`src/rtl/core/afr_pkg.sv`:
```
// Shared types, sizes and result codes for the addressed frame receiver.
// Used by the channel interfaces, the frame tracker and the top level.
package afr_pkg;

   localparam int PAYLOAD_DEPTH = 4;
   localparam int COUNT_CUTOFF  = 6;
   localparam int OUT_SLOTS     = 4;
   localparam int SHOWN_DEPTH   = (PAYLOAD_DEPTH < OUT_SLOTS) ? PAYLOAD_DEPTH : OUT_SLOTS;
   localparam int COUNT_W       = $clog2(COUNT_CUTOFF + 2);
   localparam int BYTE_W        = 8;
   localparam int ADDR_W        = 16;
   localparam int FLEN_W        = 3;

   localparam logic [ADDR_W-1:0] OWN_ADDRESS_RESET = 16'h2782;

   typedef logic [BYTE_W-1:0]  byte_type;
   typedef logic [ADDR_W-1:0]  addr_type;
   typedef logic [COUNT_W-1:0] count_type;

   typedef enum logic [1:0] {
      EV_NONE  = 2'd0,
      EV_FRAME = 2'd1,
      EV_ABORT = 2'd2
   } event_type;

   typedef struct packed {
      event_type                   event_res;
      logic [OUT_SLOTS-1:0][BYTE_W-1:0] payload;
      logic [FLEN_W-1:0]           frame_length;
   } result_type;

endpackage

```
`src/rtl/core/afr_if.sv`:
```
// Valid/ready channel interfaces for the received byte, result and address write.
// Depends on afr_pkg for field widths.
interface afr_req_if;
   logic                 valid;
   logic                 ready;
   afr_pkg::byte_type    rx_byte;
   modport source (output valid, output rx_byte, input ready);
   modport sink   (input valid, input rx_byte, output ready);
endinterface

interface afr_rsp_if;
   logic                           valid;
   logic                           ready;
   logic [1:0]                     event_res;
   afr_pkg::byte_type              payload_0;
   afr_pkg::byte_type              payload_1;
   afr_pkg::byte_type              payload_2;
   afr_pkg::byte_type              payload_3;
   logic [afr_pkg::FLEN_W-1:0]     frame_length;
   modport source (output valid, output event_res, output payload_0, output payload_1,
                   output payload_2, output payload_3, output frame_length, input ready);
   modport sink   (input valid, input event_res, input payload_0, input payload_1,
                   input payload_2, input payload_3, input frame_length, output ready);
endinterface

interface afr_csr_if;
   logic                 valid;
   logic                 ready;
   afr_pkg::addr_type    data;
   modport source (output valid, output data, input ready);
   modport sink   (input valid, input data, output ready);
endinterface

```
`src/rtl/core/afr_frame.sv`:
```
// Frame tracker: rolling address, capture state and payload store.
// Computes the result for the current byte and updates state when advanced.
module afr_frame (
   input  logic                clock,
   input  logic                reset,
   input  logic                advance,
   input  afr_pkg::byte_type   rx_byte,
   input  afr_pkg::addr_type   own_address,
   output afr_pkg::result_type result
);

   afr_pkg::byte_type  older_byte_ff, older_byte_in;
   afr_pkg::byte_type  newer_byte_ff, newer_byte_in;
   logic               capturing_ff, capturing_in;
   afr_pkg::byte_type  expected_length_ff, expected_length_in;
   afr_pkg::count_type captured_count_ff, captured_count_in;
   afr_pkg::byte_type  store_ff [afr_pkg::PAYLOAD_DEPTH];
   afr_pkg::byte_type  store_in [afr_pkg::PAYLOAD_DEPTH];

   afr_pkg::count_type count_inc;
   afr_pkg::byte_type  count_wide;
   afr_pkg::event_type event_code;

   always_comb begin
      count_inc          = captured_count_ff + 1'b1;
      count_wide         = afr_pkg::BYTE_W'(count_inc);
      event_code         = afr_pkg::EV_NONE;
      capturing_in       = capturing_ff;
      expected_length_in = expected_length_ff;
      captured_count_in  = captured_count_ff;
      store_in           = store_ff;

      if (capturing_ff) begin
         for (int i = 0; i < afr_pkg::PAYLOAD_DEPTH; i++) begin
            if (int'(captured_count_ff) == i) begin
               store_in[i] = rx_byte;
            end
         end
         captured_count_in = count_inc;
         if (count_wide == expected_length_ff) begin
            event_code         = afr_pkg::EV_FRAME;
            capturing_in       = 1'b0;
            captured_count_in  = '0;
            expected_length_in = '0;
         end else if (count_inc > afr_pkg::COUNT_W'(afr_pkg::COUNT_CUTOFF)) begin
            event_code         = afr_pkg::EV_ABORT;
            capturing_in       = 1'b0;
            captured_count_in  = '0;
            expected_length_in = '0;
            for (int i = 0; i < afr_pkg::PAYLOAD_DEPTH; i++) begin
               store_in[i] = '0;
            end
         end
      end

      if ({older_byte_ff, newer_byte_ff} == own_address) begin
         capturing_in       = 1'b1;
         expected_length_in = rx_byte;
         captured_count_in  = '0;
      end

      older_byte_in = newer_byte_ff;
      newer_byte_in = rx_byte;
   end

   always_comb begin
      result           = '0;
      result.event_res = event_code;
      if (event_code == afr_pkg::EV_FRAME) begin
         for (int j = 0; j < afr_pkg::SHOWN_DEPTH; j++) begin
            result.payload[j] = store_in[j];
         end
         result.frame_length = afr_pkg::FLEN_W'(count_inc);
      end
   end

   always_ff @(posedge clock) begin
      if (reset) begin
         older_byte_ff      <= '0;
         newer_byte_ff      <= '0;
         capturing_ff       <= 1'b0;
         expected_length_ff <= '0;
         captured_count_ff  <= '0;
         for (int i = 0; i < afr_pkg::PAYLOAD_DEPTH; i++) begin
            store_ff[i] <= '0;
         end
      end else if (advance) begin
         older_byte_ff      <= older_byte_in;
         newer_byte_ff      <= newer_byte_in;
         capturing_ff       <= capturing_in;
         expected_length_ff <= expected_length_in;
         captured_count_ff  <= captured_count_in;
         store_ff           <= store_in;
      end
   end

endmodule

```
`src/rtl/core/addressed_frame_receiver.sv`:
```
// Top level of the addressed frame receiver: input register, frame tracker,
// result register and the own-address register. Depends on afr_pkg and afr_if.
//
// Each received word yields exactly one result word; it is held in the input
// register and moves into the result register. One word is taken per cycle;
// the input and result registers keep the stream moving while the result
// side stalls, and a new word is refused only when both registers are full.
// The own address resets to 0x2782 and is written through the csr channel,
// which is always ready; write it only while no word is in flight.
module addressed_frame_receiver (
   input logic       clock,
   input logic       reset,
   afr_req_if.sink   req,
   afr_rsp_if.source rsp,
   afr_csr_if.sink   csr
);

   logic                in_valid_ff, in_valid_in;
   afr_pkg::byte_type   in_byte_ff, in_byte_in;
   logic                rsp_valid_ff, rsp_valid_in;
   afr_pkg::result_type rsp_data_ff, rsp_data_in;
   afr_pkg::addr_type   own_address_ff, own_address_in;
   afr_pkg::result_type result;
   logic                advance;

   assign advance   = in_valid_ff && (!rsp_valid_ff || rsp.ready);
   assign req.ready = !in_valid_ff || advance;
   assign csr.ready = 1'b1;

   afr_frame u_frame (
      .clock       (clock),
      .reset       (reset),
      .advance     (advance),
      .rx_byte     (in_byte_ff),
      .own_address (own_address_ff),
      .result      (result)
   );

   always_comb begin
      in_valid_in    = in_valid_ff;
      in_byte_in     = in_byte_ff;
      rsp_valid_in   = rsp_valid_ff;
      rsp_data_in    = rsp_data_ff;
      own_address_in = own_address_ff;
      if (advance) begin
         in_valid_in  = 1'b0;
         rsp_valid_in = 1'b1;
         rsp_data_in  = result;
      end else if (rsp.ready) begin
         rsp_valid_in = 1'b0;
      end
      if (req.valid && req.ready) begin
         in_valid_in = 1'b1;
         in_byte_in  = req.rx_byte;
      end
      if (csr.valid && csr.ready) begin
         own_address_in = csr.data;
      end
   end

   always_ff @(posedge clock) begin
      if (reset) begin
         in_valid_ff    <= 1'b0;
         rsp_valid_ff   <= 1'b0;
         own_address_ff <= afr_pkg::OWN_ADDRESS_RESET;
      end else begin
         in_valid_ff    <= in_valid_in;
         rsp_valid_ff   <= rsp_valid_in;
         own_address_ff <= own_address_in;
      end
      in_byte_ff  <= in_byte_in;
      rsp_data_ff <= rsp_data_in;
   end

   assign rsp.valid        = rsp_valid_ff;
   assign rsp.event_res    = rsp_data_ff.event_res;
   assign rsp.payload_0    = rsp_data_ff.payload[0];
   assign rsp.payload_1    = rsp_data_ff.payload[1];
   assign rsp.payload_2    = rsp_data_ff.payload[2];
   assign rsp.payload_3    = rsp_data_ff.payload[3];
   assign rsp.frame_length = rsp_data_ff.frame_length;

   // An aborted frame carries a cleared payload and no length.
   assert property (@(posedge clock) disable iff (reset)
      rsp.valid && (rsp.event_res == afr_pkg::EV_ABORT) |->
         (rsp.payload_0 == '0) && (rsp.payload_1 == '0) && (rsp.payload_2 == '0) &&
         (rsp.payload_3 == '0) && (rsp.frame_length == '0))
      else $error("abort result carries payload or length");

   // Only a completed frame reports a nonzero length.
   assert property (@(posedge clock) disable iff (reset)
      rsp.valid && (rsp.event_res != afr_pkg::EV_FRAME) |-> rsp.frame_length == '0)
      else $error("length reported without a completed frame");

   // A held input word is not lost while the result side stalls.
   assert property (@(posedge clock) disable iff (reset)
      in_valid_ff && rsp_valid_ff && !rsp.ready |=> in_valid_ff && $stable(in_byte_ff))
      else $error("input word dropped during result stall");

   // A new word is refused only when both registers hold data.
   assert property (@(posedge clock) disable iff (reset)
      !req.ready |-> in_valid_ff && rsp_valid_ff)
      else $error("input refused with free register space");

endmodule
```
`src/flat_wrapper.sv`:
```
// flat-port wrapper written by rule: the top's interface ports become plain ports
module addressed_frame_receiver_flat 
  (clock, reset, req_valid, req_rx_byte, req_ready, rsp_valid, rsp_event_res, rsp_payload_0, rsp_payload_1, rsp_payload_2, rsp_payload_3, rsp_frame_length, rsp_ready, csr_valid, csr_data, csr_ready);
  afr_req_if req_i ();
  afr_rsp_if rsp_i ();
  afr_csr_if csr_i ();
  input logic clock;
  input logic reset;
  input wire logic [$bits(req_i.valid)-1:0] req_valid;
  input wire logic [$bits(req_i.rx_byte)-1:0] req_rx_byte;
  output wire logic [$bits(req_i.ready)-1:0] req_ready;
  output wire logic [$bits(rsp_i.valid)-1:0] rsp_valid;
  output wire logic [$bits(rsp_i.event_res)-1:0] rsp_event_res;
  output wire logic [$bits(rsp_i.payload_0)-1:0] rsp_payload_0;
  output wire logic [$bits(rsp_i.payload_1)-1:0] rsp_payload_1;
  output wire logic [$bits(rsp_i.payload_2)-1:0] rsp_payload_2;
  output wire logic [$bits(rsp_i.payload_3)-1:0] rsp_payload_3;
  output wire logic [$bits(rsp_i.frame_length)-1:0] rsp_frame_length;
  input wire logic [$bits(rsp_i.ready)-1:0] rsp_ready;
  input wire logic [$bits(csr_i.valid)-1:0] csr_valid;
  input wire logic [$bits(csr_i.data)-1:0] csr_data;
  output wire logic [$bits(csr_i.ready)-1:0] csr_ready;
  assign req_i.valid = req_valid;
  assign req_i.rx_byte = req_rx_byte;
  assign req_ready = req_i.ready;
  assign rsp_valid = rsp_i.valid;
  assign rsp_event_res = rsp_i.event_res;
  assign rsp_payload_0 = rsp_i.payload_0;
  assign rsp_payload_1 = rsp_i.payload_1;
  assign rsp_payload_2 = rsp_i.payload_2;
  assign rsp_payload_3 = rsp_i.payload_3;
  assign rsp_frame_length = rsp_i.frame_length;
  assign rsp_i.ready = rsp_ready;
  assign csr_i.valid = csr_valid;
  assign csr_i.data = csr_data;
  assign csr_ready = csr_i.ready;
  addressed_frame_receiver u_core (.clock(clock), .reset(reset), .req(req_i), .rsp(rsp_i), .csr(csr_i));
endmodule
```
`config.mk`:
```
export PLATFORM = sky130hd
export DESIGN_NAME = addressed_frame_receiver_flat
export DESIGN_NICKNAME = d
export VERILOG_FILES = /design/src/rtl/core/afr_pkg.sv /design/src/rtl/core/afr_if.sv /design/src/rtl/core/afr_frame.sv /design/src/rtl/core/addressed_frame_receiver.sv /design/src/flat_wrapper.sv
export SDC_FILE = /design/constraint.sdc
export NUM_CORES = 1
export LEC_CHECK = 0
export BUFFER_PORTS_ARGS = -buffer_cell sky130_fd_sc_hd__buf_4
export CAP_MARGIN = 25
export CORE_MARGIN = 3
export CORE_UTILIZATION = 25
export CTS_CLUSTER_SIZE = 10
export DETAILED_ROUTE_END_ITERATION = 16
export PLACE_DENSITY = 0.4
export RECOVER_POWER = 50
export REMOVE_ABC_BUFFERS = 1
export SYNTH_ARGS = -nofsm -noshare
export SYNTH_HDL_FRONTEND = slang
export SYNTH_SLANG_ARGS = --single-unit
```
`constraint.sdc`:
```
create_clock -name clock -period 3.6 [get_ports clock]
set_input_delay 0.72 -clock clock [delete_from_list [all_inputs] [get_ports clock]]
set_output_delay 0.72 -clock clock [all_outputs]
set_load 0.005 [all_outputs]
```
==> metrics <==
Worst Max-Slew Pin Slew ~1.8 ns; Design Area, Final 0.00633 mm2; First-pass DRT Iterations 5; worst-path fanout max 35; WP data required 3.92 ns; first-pass GRT wire length 21700 um; Critical Path Sink Type register; Clock transition at path regs ~0.050 ns; ys flop type dfxtp_1; final setup fails 0; Synth top area share a little under a third; Post-synth ARST share 0%; adder-cell share of the synthesized area roughly 1.2%; top-count cell post-synth nand2_1; GRT Resource Usage Total between 10% and 20%; Synth area leader dfxtp_1; Die ar. approximately 0.022 mm2; XOR/XNOR Fraction of Synth Area between 3 and 4%; remaining antenna violation count after routing 0; area grow syn2layout 23.1%; synth unique cells 40; RSZ-0062 raised after global routing false; Rows 51; placed cell count approximately 830; DP Worst Slack 0.944 ns; status finished, violations left; grt total ovfl 0; Pins Over Slew Limit 36; die height between 100 and 150 um; worst-skew pair later-pin latency 0.41 ns; Period Utilization, post-route between 70% and 80%; post-synthesis simple-gate area fraction around 16%; Clock Path Buffers 2; Core Util, Final approximately a third; largest net degree at the start of global routing 63; Setup CP Type input pin to register; Seq/Total Area, Yosys 56.6%; WL per Instance roughly 16 um; worst endpoint data arrival time roughly 3 ns; CTS root buf clkbuf_16; PostCTS Resize Cnt 0; Max-cap violations 1; failing checks capacitance limit, slew limit; share of post-route cells with drive strength above 1 roughly 17%; Synthesis Warnings 0; Layout Nets 621; Inserted Clock Buffers 17; CTS Sinks between 100 and 150; Syn Area/Cell between 9 and 10 um2; maximum clock rate ~0.36 GHz; Hold Buf Count CTS 0; Synth Instances between 500 and 600; initial antenna violation count 0; final worst slack 0.837 ns; CORE AREA around 0.02 mm2; FF-to-FF setup slack slightly below 1 ns; Fin. Hold Viols 0; Initial Util 25.9%; startpoint type of the worst setup path input pin; Syn Std Cell Area just over 0.005 mm2; Commonest cells post-synth 110 x nand2_1, 78 x dfxtp_1, 63 x a21oi_1; vias per inst 4.58; number of synthesized flops with an enable pin 45; CTS tree yes; Routed WL ~14000 um; skew final around 0.0052 ns; hold slack final 0.455 ns; CTS H-tree lvls 4; overall power 3.12 mW; largest family of logic cells by synthesized area simple AND/OR/NAND/NOR gates; DP HPWL 9160 um; I/O pins 69; port bufs between 60 and 70; worst hold-check path type register to register; Leak between 2 and 2.5 nW; Synth Area in Compound Gates between 10 and 15%; Final min period approximately 2.8 ns; post-synthesis mux area share 3.11%; vias in the first global route between 3000 and 4000; Rel. slew slack -17.2%; postcts setup bufs 0; largest cells by area after synthesis dfxtp_1 30%, edfxtp_1 26%, nand2_1 8.0%; PD cells approximately 490 mW/mm2; DR iter-0 viols 210; Via Count about 4000; placed cell areas 0.00586 mm2; DRC errors left 0; Post-Layout Cell Count approximately 870; routability cong. about 0.75; diode count 0; Final TNS setup 0 ns; Die X approximately 150 um; synthesis-stage register bit count between 100 and 150; worst ir drop on vdd slightly below 300 uV
[cell families after synthesis]
| kind of cell | Yosys count |
|---|---|
| AOI/OAI and AO/OA | 116 |
| xor gates and xnor gates | 19 |
| adders and majority gates | 5 |
| buffers and inverters | 71 |
| DFF | 123 |
| muxes | 16 |
| other | 1 |
| and+or+nand+nor | 182 |
[worst max-delay path: stages]
cell and delay [ns]:
clkbuf_1 0.13, nand2b_1 0.17, nand2_1 0.20, inv_1 0.12, clkbuf_1 1.26, a21oi_1 0.16
a211oi_1 0.29
[per-layer routing]
metal  track usage, %  routed length, um  vias to the layer above
li1                 -                  -                     1970
met1             17.0               6380                     1874
met2             20.5               6560                      110
met3             3.66                862                       10
met4             3.66                173                        0
met5                0                  0                        -
[sequential cells by signal, summed over array words and instances (netlist names), 2 cells and up]
name and count:
u_core.u_frame.store_ff 32, u_core.u_frame.older_byte_ff 8, u_core.u_frame.expected_length_ff 8, u_core.own_address_ff 16
u_core.u_frame.captured_count_ff 3, u_core.in_byte_ff 8, u_core.rsp.payload_2 8, u_core.rsp.payload_0 8
u_core.rsp.frame_length 3, u_core.rsp.payload_1 8, u_core.rsp.payload_3 8, u_core.u_frame.newer_byte_ff 8
u_core.rsp.event_res 2
[final cells by class]
class                      count  area [um2]
fill                        2067       13500
sequential                   123        2910
multi-input combinational    339        1950
timing repair buffer          73         523
clock buffer                  22         444
tap                          265         332
inverter                      33         124
clock inverter                10        52.6
[path summary, 6_finish.rpt]
check | start | cells after the start | endpoint
min | u_core.u_frame.store_ff[23]$_SDFFE_PP0P_ | 2 | u_core.u_frame.store_ff[23]$_SDFFE_PP0P_
max | rsp_ready | 7 | u_core.u_frame.captured_count_ff[2]$_SDFFE_PP0P_
max reg2reg | u_core.u_frame.captured_count_ff[0]$_SDFFE_PP0P_ | 7 | u_core.rsp.payload_2[7]$_SDFFCE_PP0P_
min reg2reg | u_core.u_frame.store_ff[23]$_SDFFE_PP0P_ | 2 | u_core.u_frame.store_ff[23]$_SDFFE_PP0P_
[report_power, final]
part,internal [mW],switching (mW)
logic,0.0678,0.0865
registers,1.48,0.0411
clock network,0.864,0.579
total,2.41,0.706
[cells in the final DEF (no fill, tap or decap), types with 8 or more instances in the layout]
cell / Yosys / final
nand2_1: 110 / 110
dfxtp_1: 78 / 78
a21oi_1: 63 / 63
edfxtp_1: 45 / 45
clkbuf_4: 0 / 40
nand3_1: 35 / 35
inv_1: 33 / 33
buf_4: 1 / 26
o32ai_1: 24 / 24
xnor2_1: 18 / 18
clkbuf_16: 0 / 17
mux2i_1: 16 / 16
nor2_1: 14 / 14
o21ai_0: 11 / 11
clkbuf_1: 17 / 11
o211ai_1: 8 / 8
No activity file was read; power rests on OpenSTA's default activity.
